--- config.mk ---
export PLATFORM = sky130hd
export DESIGN_NAME = comment_quote_tokenizer_top_flat
export DESIGN_NICKNAME = d
export VERILOG_FILES = /design/src/rtl/core/cqt_pkg.sv /design/src/rtl/core/cqt_in_if.sv /design/src/rtl/core/cqt_out_if.sv /design/src/rtl/core/cqt_scanner.sv /design/src/rtl/core/cqt_out_stage.sv /design/src/rtl/core/comment_quote_tokenizer_top.sv /design/src/flat_wrapper.sv
export SDC_FILE = /design/constraint.sdc
export NUM_CORES = 1
export LEC_CHECK = 0
export ABC_AREA = 1
export BUFFER_PORTS_ARGS = -buffer_cell sky130_fd_sc_hd__buf_2
export CORE_UTILIZATION = 50
export CTS_CLUSTER_DIAMETER = 120
export CTS_CLUSTER_SIZE = 10
export DETAILED_ROUTE_END_ITERATION = 8
export GPL_TIMING_DRIVEN = 0
export MAX_ROUTING_LAYER = met4
export PLACE_DENSITY = 0.81
export SLEW_MARGIN = 15
export SYNTH_ARGS = -nofsm -noshare
export SYNTH_HDL_FRONTEND = slang
export SYNTH_SLANG_ARGS = --single-unit
--- constraint.sdc ---
create_clock -name clk -period 4.3 [get_ports clk]
set_input_delay 0 -clock clk [delete_from_list [all_inputs] [get_ports clk]]
set_output_delay 0 -clock clk [all_outputs]
set_load 0.05 [all_outputs]
--- src/rtl/core/cqt_pkg.sv ---
// Package for the comment/quote tokenizer: scan modes, result kinds, byte codes.
// Shared by the scanner, the output stage and the top level. No dependencies.
package cqt_pkg;

    typedef enum logic [1:0] {
        MODE_IDLE    = 2'd0,
        MODE_COMMENT = 2'd1,
        MODE_PLAIN   = 2'd2,
        MODE_QUOTED  = 2'd3
    } mode_t;

    typedef enum logic [1:0] {
        KIND_CHAR = 2'd0,
        KIND_END  = 2'd1,
        KIND_EOS  = 2'd2,
        KIND_NONE = 2'd3
    } kind_t;

    localparam logic [7:0] CH_HASH  = 8'h23;
    localparam logic [7:0] CH_LOW   = 8'h21;
    localparam logic [7:0] CH_HIGH  = 8'h7E;
    localparam logic [7:0] CH_QUOTE = 8'h22;
    localparam logic [7:0] CH_NL    = 8'h0A;

    localparam int unsigned CAP_W = 9;
    localparam logic [CAP_W-1:0] CAP_RESET = 9'd64;

    typedef struct packed {
        kind_t      kind;
        logic [7:0] char_out;
        logic [7:0] char_index;
        logic [7:0] token_length;
    } result_t;

endpackage

--- src/rtl/core/cqt_in_if.sv ---
// Input channel of the tokenizer: one byte or an end-of-stream mark per transfer.
// Standalone; no package needed.
interface cqt_in_if;
    logic       valid;
    logic       ready;
    logic [7:0] data_byte;
    logic       stream_end;

    modport source (output valid, output data_byte, output stream_end, input ready);
    modport sink   (input valid, input data_byte, input stream_end, output ready);
endinterface

--- src/rtl/core/cqt_out_if.sv ---
// Output channel of the tokenizer: one result item per transfer.
// Standalone; no package needed.
interface cqt_out_if;
    logic       valid;
    logic       ready;
    logic [1:0] kind;
    logic [7:0] char_out;
    logic [7:0] char_index;
    logic [7:0] token_length;

    modport source (output valid, output kind, output char_out, output char_index,
                    output token_length, input ready);
    modport sink   (input valid, input kind, input char_out, input char_index,
                    input token_length, output ready);
endinterface

--- src/rtl/core/cqt_scanner.sv ---
// Scanner: capacity register, scan mode and kept count, result of one byte.
// Depends on cqt_pkg.
module cqt_scanner
    import cqt_pkg::*;
(
    input  logic             clk,
    input  logic             rst_n,
    input  logic             cfg_we,
    input  logic [CAP_W-1:0] cfg_wdata,
    input  logic             accept,
    input  logic [7:0]       data_byte,
    input  logic             stream_end,
    output logic             res_valid,
    output result_t          res
);

    logic [CAP_W-1:0] cap_reg;
    mode_t            mode_reg, mode_next;
    logic [7:0]       kept_reg, kept_next;
    logic [7:0]       limit;
    logic [CAP_W-1:0] cap_m1;
    logic             printable;
    logic             can_keep;

    assign cap_m1 = cap_reg - CAP_W'(1);

    // kept characters = capacity - 1, saturated to 255, zero at capacity zero
    always_comb
    begin
        if (cap_reg == '0)
            limit = 8'd0;
        else if (cap_m1[CAP_W-1])
            limit = 8'hFF;
        else
            limit = cap_m1[7:0];
    end

    assign printable = (data_byte >= CH_LOW) && (data_byte <= CH_HIGH);
    assign can_keep  = kept_reg < limit;

    always_comb
    begin
        mode_next = mode_reg;
        kept_next = kept_reg;
        if (accept)
        begin
            if (stream_end)
            begin
                mode_next = MODE_IDLE;
                kept_next = 8'd0;
            end
            else
            begin
                unique case (mode_reg)
                    MODE_IDLE:
                    begin
                        if (data_byte == CH_HASH)
                            mode_next = MODE_COMMENT;
                        else if (printable)
                        begin
                            if (data_byte == CH_QUOTE)
                            begin
                                mode_next = MODE_QUOTED;
                                kept_next = 8'd0;
                            end
                            else
                            begin
                                mode_next = MODE_PLAIN;
                                kept_next = (limit != 8'd0) ? 8'd1 : 8'd0;
                            end
                        end
                    end
                    MODE_COMMENT:
                    begin
                        if (data_byte == CH_NL)
                            mode_next = MODE_IDLE;
                    end
                    MODE_PLAIN:
                    begin
                        if (data_byte == CH_HASH)
                        begin
                            mode_next = MODE_COMMENT;
                            kept_next = 8'd0;
                        end
                        else if (!printable)
                        begin
                            mode_next = MODE_IDLE;
                            kept_next = 8'd0;
                        end
                        else if (can_keep)
                            kept_next = kept_reg + 8'd1;
                    end
                    MODE_QUOTED:
                    begin
                        if (data_byte == CH_QUOTE)
                        begin
                            mode_next = MODE_IDLE;
                            kept_next = 8'd0;
                        end
                        else if (can_keep)
                            kept_next = kept_reg + 8'd1;
                    end
                    default:
                    begin
                        mode_next = MODE_IDLE;
                    end
                endcase
            end
        end
    end

    always_comb
    begin
        res_valid = 1'b0;
        res       = '{kind: KIND_CHAR, char_out: 8'd0, char_index: 8'd0,
                      token_length: 8'd0};
        if (accept)
        begin
            if (stream_end)
            begin
                res_valid = 1'b1;
                if (mode_reg == MODE_PLAIN || mode_reg == MODE_QUOTED)
                begin
                    res.kind         = KIND_EOS;
                    res.token_length = kept_reg;
                end
                else
                    res.kind = KIND_NONE;
            end
            else
            begin
                unique case (mode_reg)
                    MODE_IDLE:
                    begin
                        // a plain token opens with its first character at index zero
                        if (printable && data_byte != CH_HASH && data_byte != CH_QUOTE
                            && limit != 8'd0)
                        begin
                            res_valid    = 1'b1;
                            res.char_out = data_byte;
                        end
                    end
                    MODE_COMMENT:
                    begin
                        res_valid = 1'b0;
                    end
                    MODE_PLAIN:
                    begin
                        if (data_byte == CH_HASH || !printable)
                        begin
                            res_valid        = 1'b1;
                            res.kind         = KIND_END;
                            res.token_length = kept_reg;
                        end
                        else if (can_keep)
                        begin
                            res_valid      = 1'b1;
                            res.char_out   = data_byte;
                            res.char_index = kept_reg;
                        end
                    end
                    MODE_QUOTED:
                    begin
                        if (data_byte == CH_QUOTE)
                        begin
                            res_valid        = 1'b1;
                            res.kind         = KIND_END;
                            res.token_length = kept_reg;
                        end
                        else if (can_keep)
                        begin
                            res_valid      = 1'b1;
                            res.char_out   = data_byte;
                            res.char_index = kept_reg;
                        end
                    end
                    default:
                    begin
                        res_valid = 1'b0;
                    end
                endcase
            end
        end
    end

    always_ff @(posedge clk or negedge rst_n)
    begin
        if (!rst_n)
        begin
            cap_reg  <= CAP_RESET;
            mode_reg <= MODE_IDLE;
            kept_reg <= 8'd0;
        end
        else
        begin
            if (cfg_we)
                cap_reg <= cfg_wdata;
            mode_reg <= mode_next;
            kept_reg <= kept_next;
        end
    end

endmodule

--- src/rtl/core/cqt_out_stage.sv ---
// Output stage: result register plus skid register, so the input side can
// keep taking bytes while a result waits. Depends on cqt_pkg.
module cqt_out_stage
    import cqt_pkg::*;
(
    input  logic    clk,
    input  logic    rst_n,
    input  logic    push,
    input  result_t push_res,
    output logic    can_push,
    output logic    out_valid,
    input  logic    out_ready,
    output result_t out_res
);

    logic    main_valid_reg, main_valid_next;
    logic    skid_valid_reg, skid_valid_next;
    result_t main_reg, main_next;
    result_t skid_reg, skid_next;
    logic    pop;

    assign pop       = main_valid_reg && out_ready;
    assign can_push  = !skid_valid_reg;
    assign out_valid = main_valid_reg;
    assign out_res   = main_reg;

    always_comb
    begin
        main_valid_next = main_valid_reg;
        skid_valid_next = skid_valid_reg;
        main_next       = main_reg;
        skid_next       = skid_reg;
        if (!main_valid_reg || pop)
        begin
            // skid entry is older than anything pushed this cycle
            if (skid_valid_reg)
            begin
                main_next       = skid_reg;
                main_valid_next = 1'b1;
                skid_valid_next = 1'b0;
            end
            else
            begin
                main_next       = push_res;
                main_valid_next = push;
            end
        end
        else if (push)
        begin
            skid_next       = push_res;
            skid_valid_next = 1'b1;
        end
    end

    always_ff @(posedge clk or negedge rst_n)
    begin
        if (!rst_n)
        begin
            main_valid_reg <= 1'b0;
            skid_valid_reg <= 1'b0;
        end
        else
        begin
            main_valid_reg <= main_valid_next;
            skid_valid_reg <= skid_valid_next;
        end
    end

    always_ff @(posedge clk)
    begin
        main_reg <= main_next;
        skid_reg <= skid_next;
    end

endmodule

--- src/rtl/core/comment_quote_tokenizer_top.sv ---
// Top level of the comment/quote tokenizer.
// Depends on cqt_pkg, cqt_in_if, cqt_out_if, cqt_scanner, cqt_out_stage.
//
// Usage:
//   in_ch  : one text byte per transfer, or an end-of-stream mark (stream_end).
//   out_ch : zero or one result per input byte: a token character with its
//            index, a token end with its length, or an end-of-stream report.
//   cfg_we / cfg_wdata : writes token_capacity (characters kept = value - 1,
//            saturated at 255); write only while the block is idle.
// Path: a result is registered in the output stage before it appears on out_ch.
// Throughput: one byte per cycle while in_ch.ready is high; scan mode and kept
//   count are registered from the accepted byte.
// Stall: results sit in a result register backed by one skid register;
//   in_ch.ready drops only while the skid register is occupied. The input
//   still takes a byte while the result register stalls, then waits until the
//   skid register drains after the receiver is ready again.
// Reset: capacity returns to 64, scanner goes idle between tokens, and both
//   result registers are emptied.
module comment_quote_tokenizer_top
    import cqt_pkg::*;
(
    input  logic             clk,
    input  logic             rst_n,
    input  logic             cfg_we,
    input  logic [CAP_W-1:0] cfg_wdata,
    cqt_in_if.sink           in_ch,
    cqt_out_if.source        out_ch
);

    logic    accept;
    logic    can_push;
    logic    res_valid;
    result_t res;
    result_t out_res;

    assign in_ch.ready = can_push;
    assign accept      = in_ch.valid && can_push;

    cqt_scanner u_scanner (
        .clk        (clk),
        .rst_n      (rst_n),
        .cfg_we     (cfg_we),
        .cfg_wdata  (cfg_wdata),
        .accept     (accept),
        .data_byte  (in_ch.data_byte),
        .stream_end (in_ch.stream_end),
        .res_valid  (res_valid),
        .res        (res)
    );

    cqt_out_stage u_out_stage (
        .clk       (clk),
        .rst_n     (rst_n),
        .push      (res_valid),
        .push_res  (res),
        .can_push  (can_push),
        .out_valid (out_ch.valid),
        .out_ready (out_ch.ready),
        .out_res   (out_res)
    );

    assign out_ch.kind         = out_res.kind;
    assign out_ch.char_out     = out_res.char_out;
    assign out_ch.char_index   = out_res.char_index;
    assign out_ch.token_length = out_res.token_length;

endmodule
--- src/flat_wrapper.sv ---
// flat-port wrapper written by rule: the top's interface ports become plain ports
module comment_quote_tokenizer_top_flat import cqt_pkg::*;
  (clk, rst_n, cfg_we, cfg_wdata, in_ch_valid, in_ch_data_byte, in_ch_stream_end, in_ch_ready, out_ch_valid, out_ch_kind, out_ch_char_out, out_ch_char_index, out_ch_token_length, out_ch_ready);
  cqt_in_if in_ch_i ();
  cqt_out_if out_ch_i ();
  input  logic clk;
  input  logic rst_n;
  input  logic cfg_we;
  input  logic [CAP_W-1:0] cfg_wdata;
  input wire logic [$bits(in_ch_i.valid)-1:0] in_ch_valid;
  input wire logic [$bits(in_ch_i.data_byte)-1:0] in_ch_data_byte;
  input wire logic [$bits(in_ch_i.stream_end)-1:0] in_ch_stream_end;
  output wire logic [$bits(in_ch_i.ready)-1:0] in_ch_ready;
  output wire logic [$bits(out_ch_i.valid)-1:0] out_ch_valid;
  output wire logic [$bits(out_ch_i.kind)-1:0] out_ch_kind;
  output wire logic [$bits(out_ch_i.char_out)-1:0] out_ch_char_out;
  output wire logic [$bits(out_ch_i.char_index)-1:0] out_ch_char_index;
  output wire logic [$bits(out_ch_i.token_length)-1:0] out_ch_token_length;
  input wire logic [$bits(out_ch_i.ready)-1:0] out_ch_ready;
  assign in_ch_i.valid = in_ch_valid;
  assign in_ch_i.data_byte = in_ch_data_byte;
  assign in_ch_i.stream_end = in_ch_stream_end;
  assign in_ch_ready = in_ch_i.ready;
  assign out_ch_valid = out_ch_i.valid;
  assign out_ch_kind = out_ch_i.kind;
  assign out_ch_char_out = out_ch_i.char_out;
  assign out_ch_char_index = out_ch_i.char_index;
  assign out_ch_token_length = out_ch_i.token_length;
  assign out_ch_i.ready = out_ch_ready;
  comment_quote_tokenizer_top u_core (.clk(clk), .rst_n(rst_n), .cfg_we(cfg_we), .cfg_wdata(cfg_wdata), .in_ch(in_ch_i), .out_ch(out_ch_i));
endmodule
==> results of run 1 <==
metrics by stage:
stage	worst slack [ps]	cells	hold slack (ps)	total power, mW	utilization
final	795	592	6.51	2.50	0.629
after global routing	490	592	19.5	2.63	0.629
after CTS	795	592	6.91	2.51	0.628
after detailed placement	813	561	-1.08	1.85	0.574
after global placement	39.1	560	-10.6	1.82	0.572
after floorplan	629	411	-296	1.65	-
power groups by stage:
stage	combinational (mW)	clock (mW)	sequential [mW]
floorplan	0.386	0	1.27
global placement	0.850	0	0.974
detailed placement	0.874	0	0.977
CTS	0.896	0.648	0.964
global route	0.972	0.675	0.979
finish	0.896	0.639	0.962
routing by layer:
layer	track usage	vias up	part of all wire
li1	-	1527	-
met1	0.249	1400	0.44
met3	0.0406	12	0.043
met5	-	-	0
met2	0.345	104	0.50
met4	0.0851	0	0.017
worst max-delay path by stage:
stage | to | startpoint | slack (ps)
floorplan | u_core.u_out_stage.skid_reg[0] | u_core.u_scanner.cap_reg[0] | 630
CTS | u_core.u_out_stage.skid_reg[15] | u_core.u_scanner.cap_reg[0] | 800
global route | u_core.u_out_stage.skid_reg[15] | u_core.u_scanner.cap_reg[2] | 490
global placement | u_core.u_out_stage.skid_reg[15] | u_core.u_scanner.cap_reg[0] | 40
finish | u_core.u_out_stage.skid_reg[15] | u_core.u_scanner.cap_reg[0] | 790
detailed placement | u_core.u_out_stage.skid_reg[15] | u_core.u_scanner.cap_reg[0] | 810
cells by family after synthesis:
logic type,share of synthesized area
flip-flops,0.550
adder cells (fa/ha/maj),0.0461
AND/OR/NAND/NOR,0.233
buffers and inverters,0.0577
XOR/XNOR,0.00692
multiplexers,0.00593
AO/OA/AOI/OAI,0.101
repair_timing:
| item | CTS | global route |
|---|---|---|
| hold endpoints to repair | 30 | 0 |
| hold buffers | 15 | 0 |
| resized for setup | 0 | 0 |
area by class of cell:
type / count / area, um^2
Buffer: 8 / 48.8
Tap cell: 99 / 124
Timing Repair Buffer: 66 / 415
Sequential cell: 73 / 2090
Fill cell: 598 / 2710
Multi-Input combinational cell: 286 / 1490
Clock inverter: 6 / 116
Clock buffer: 10 / 128
Inverter: 44 / 170
cell usage after synthesis, types with 3 or more instances:
cell / instances
clkbuf_1: 3
a21oi_1: 10
dfrtp_1: 20
inv_2: 3
nor2_1: 48
buf_2: 3
nand2_2: 7
o21ai_1: 7
nor3_1: 6
nand3_1: 21
xor2_1: 3
o21ai_0: 33
o211ai_1: 3
nand2_1: 108
inv_1: 39
edfxtp_1: 52
ha_1: 14
o21ai_2: 4
==> flow_summary.yaml, run 1 <==
drt:
  vias: 3043
  drt-total-wl_um: 7370
  avgRoutedWirePerCell_um: 12.4
  viasPerCell: 5.14
  drc: 0
  drt-initial-drc-count: 223
  ant_nets: 0
  firstDrtPassIters: 5
power_and_ir_drop:
  p_switching_uw: 975
  p_clk_frac: 0.256
  p_int_mw: 1.52
  power_density_nw_per_um2: 545
  p_leak_nw: 2.04
  max-vdd-ir-drop_uv: 198
  seqPwrFrac: 0.385
  p_sw_frac: 0.390
  comb_power_share: 0.359
sta:
  finalCriticalPeriod_ps: 3510
  grt_setup_unrepaired: "false"
  finalSetupViolations: 0
  worst_pin_slew_ps: 657
  tns_ps: 0
  fmax_ghz: 0.285
  max_slew_margin: 0.561
  hold_viol_final: 0
  finClkSkew_ps: 11.5
  drv_slew: 0
  fin_crit_sh: 0.815
place:
  placed_area_um2: 4190
  gp_congestion: 0.859
  portBuffers: 50
  hpwl_um: 5310
die:
  pin_count: 51
  die_h_um: 89.1
  floorplan.initialDensity: 0.521
  placementRows: 31
  die_x_um: 89.1
  dieArea_um2: 7950
  core-area_um2: 7290
layout:
  drive_gt1_frac: 0.211
  fin_area_um2: 4580
  area_growth_pct: 20.8
  nNetsFinal: 525
  final_common_cell: "nand2_1"
  diodes: 0
  final_cell_mix: "107 x nand2_1, 53 x buf_2, 52 x edfxtp_1"
global_routing:
  grt_pass1_wl_um: 12100
  track_usage: 0.208
  gr-total-overflow: 0
  grt_max_degree: 30
  antenna_found_initial: 0
  grt_pass1_vias: 2755
synth:
  netlist_top_cells_area: "edfxtp_1 41%, dfrtp_1 13%, nand2_1 11%"
  yosys.area.top_type: "edfxtp_1"
  syn_nets: 448
  synth_top_area_frac: 0.411
  synth-seq-area-share: 0.550
  synthArstFlopShare: 0.288
  synth-edff-count: 52
  synth.distinct_cells: 38
  syn_inst: 411
  netlist_area_um2: 3800
  synthFlopType: "edfxtp_1"
  ys_ff_latch: 73
  yosys_warnings: 0
  avgSynthCellArea_um2: 9.24
setup_path:
  cpMaxStageDelayCell: "nor2_2"
  start_kind: "flop"
  reg2reg_depth: 17
  worst_path_most_repeated_cell: "nand2_1"
  cp.arrival_ps: 3550
  path_buf_inv: 2
  crit_path_max_incr_delay_ps: 510
  cp.depth: 17
  cp_data_required_time_ps: 4340
  rrSetupSlack_ps: 790
  critical_path.top_delay_family: "simple AND/OR/NAND/NOR gates"
  critPathKind: "reg2reg"
  cp_cell_sequence: "inv_1 > ha_1 > nand2_2 > o21ai_4 > nand3_1 > nand2_1 > ha_1 > a21oi_1 > nor2_1 > a211oi_1 > nand2_4 > nand2_1 > nand2_1 > nand2_1 > nand2_2 > nor2_2 > buf_8"
  cp_max_fo: 15
  timing.rr.start: "u_core.u_scanner.cap_reg[0]"
  cp-end-kind: "flop"
  worstReg2RegEnd: "u_core.u_out_stage.skid_reg[15]"
clock_tree:
  clk_pin_slew_ps: 70
  cts_tree: "yes"
  post-cts-setup-buffers: 0
  clock-sinks: 73
  clk_latency_ps: 340
  cts_buffers: 9
  h-tree-depth: 3
  clock_tree.root_cell: "clkbuf_8"
  cts_buffer_depth: 2
min_path:
  hold_path_end: "u_core.u_scanner.cap_reg[7]"
  hold_start: "cfg_we"
  hold_class: "in2reg"
  worstHoldPathCells: 2
job:
  drv_cap: 0
run_status:
  status: "complete, no violations"
No activity file was read; power rests on OpenSTA's default activity.
==> run 2: changes to the inputs <==
==> constraint.sdc (replaced) <==
create_clock -name clk -period 3.45 [get_ports clk]
set_input_delay 0 -clock clk [delete_from_list [all_inputs] [get_ports clk]]
set_output_delay 0 -clock clk [all_outputs]
set_load 0.05 [all_outputs]
==> run 2 against run 1 <==
Global-route usage up 1.1 points. Fmax up 9.4%. Count of clock-buffer cells in the layout down 1. First-iteration DRC count down 4.9%. Register-to-register slack worse by 550 ps. Clock power up 15%. Worst hold slack better by 61 ps. Non-clock buffer count up 2. Worst setup slack worse by 550 ps. Combinational power up 28%. Critical path type unchanged. Critical endpoint is now u_core.u_out_stage.skid_reg[4].
==> flow_summary.yaml, run 2 (synthesis gave the netlist of run 1 again) <==
drt:
  avgRoutedWirePerCell_um: 13.5
  drc: 0
  routed-wl-met2_um: 4010
  firstDrtPassIters: 7
  ant_nets: 0
  viasPerCell: 5.25
  drt-initial-drc-count: 212
  wl_met1_um: 3430
  vias: 3121
  drt-total-wl_um: 8030
  met3_length_um: 402
  routed.top_layer: "met4"
die:
  placementRows: 31
  dieArea_um2: 7950
  floorplan.initialDensity: 0.521
  pin_count: 51
  die_x_um: 89.1
  core-area_um2: 7290
  die_h_um: 89.1
power_and_ir_drop:
  p_total_mw: 3.09
  power_density_nw_per_um2: 671
  p_leak_nw: 2.04
  max-vdd-ir-drop_uv: 253
layout:
  final_cell_mix: "107 x nand2_1, 53 x buf_2, 52 x edfxtp_1"
  multi_input_area_um2: 1510
  drive_gt1_frac: 0.214
  fin_area_um2: 4610
  fill_cells: 618
  utilization: 0.632
  nNetsFinal: 528
  diodes: 0
  ff_latch_area_um2: 2090
  final_common_cell: "nand2_1"
  area_growth_pct: 21.4
job:
  drv_cap: 0
sta:
  finalCriticalPeriod_ps: 3200
  drv_slew: 0
  finalSetupViolations: 0
  worst_pin_slew_ps: 733
  finClkSkew_ps: 8.56
  fin_crit_sh: 0.929
  fmax_ghz: 0.312
  hold_viol_final: 0
  max_slew_margin: 0.510
clock_tree:
  h-tree-depth: 3
  cts_buffers: 9
  clk_latency_ps: 350
  cts_buffer_depth: 2
  clock_tree.root_cell: "clkbuf_8"
  clk_pin_slew_ps: 80
  cts_tree: "yes"
  clock-sinks: 73
place:
  placed_area_um2: 4170
  gp_congestion: 0.879
  hpwl_um: 5520
  portBuffers: 50
global_routing:
  grt_pass1_vias: 2910
  track_usage: 0.219
  grt_max_degree: 30
  gr-total-overflow: 0
  antenna_found_initial: 0
  grt_pass1_wl_um: 12600
setup_path:
  cp_max_fo: 12
  cp.arrival_ps: 3270
  cp-startpoint: "u_core.u_scanner.cap_reg[0]"
  cp-end-kind: "flop"
  timing.rr.start: "u_core.u_scanner.cap_reg[0]"
  start_kind: "flop"
  cp_data_required_time_ps: 3510
  critPathKind: "reg2reg"
min_path:
  hold_start: "in_ch_data_byte[6]"
  hold_class: "in2reg"
run_status:
  status: "complete, no violations"
-- run 2: power by group --
part | total, mW | internal (mW) | leakage [nW] | switching [mW]
registers | 1.20 | 1.14 | 0.797 | 0.0607
clock network | 0.738 | 0.407 | 0.107 | 0.331
logic | 1.15 | 0.285 | 1.13 | 0.868
-- run 2: area by class of cell --
cell class,count,share of cell area
Clock buffer,9,0.0269
Timing Repair Buffer,68,0.0977
Tap cell,99,0.0269
Multi-Input combinational cell,287,0.328
Inverter,44,0.0369
Sequential cell,73,0.453
Buffer,8,0.0106
Clock inverter,7,0.0204
-- run 2: per-layer routing --
metal,vias to the layer above,GRT usage
li1,1533,-
met1,1457,0.260
met2,114,0.362
met3,17,0.0517
met4,0,0.0851
met5,-,-
-- run 2: worst paths after layout --
path                                                        end  slack, ps  cells after the start
worst max register to register   u_core.u_out_stage.skid_reg[4]        250                     17
min in group asynchronous           u_core.u_scanner.cap_reg[5]        140                      2
max in group asynchronous           u_core.u_scanner.cap_reg[6]       2950                      2
worst min-delay path            u_core.u_out_stage.skid_reg[22]         70                      3
worst max-delay path             u_core.u_out_stage.skid_reg[4]        250                     17
worst min register to register   u_core.u_out_stage.out_res[22]        520                      2
-- run 2: through the flow --
step / hold slack, ps / setup TNS (ps) / setup WS (ps) / instances
2_1_floorplan: -296 / 0 / 211 / 411
5_1_grt: 68.9 / -65.8 / -9.49 / 595
3_3_place_gp: -9.39 / -6230 / -240 / 560
4_1_cts: 50.3 / 0 / 13.2 / 592
6_report: 67.6 / 0 / 247 / 595
3_5_place_dp: -3.60 / -8460 / -326 / 560
-- run 2: what timing repair did --
item | CTS | global route
hold endpoints to repair | 30 | 0
gates resized for setup | 1 | 1
setup buffers | 0 | 2
endpoints found under the setup margin | 26 | 26
hold buffers | 16 | 0
pin swaps | 0 | 2
cloned | 0 | 1
-- run 2: critical path: stages, from the launching register on --
cell,delay [ps]
dfrtp_1,380
inv_1,90
ha_1,230
nand2_2,120
o21ai_4,240
nand3_1,110
nand2_1,90
ha_1,250
a21oi_1,130
nor2_1,50
a211oi_1,330
nand2_4,140
nand2_1,90
nand2_1,50
nand2_1,100
nand2_2,150
nor2_4,200
buf_12,170
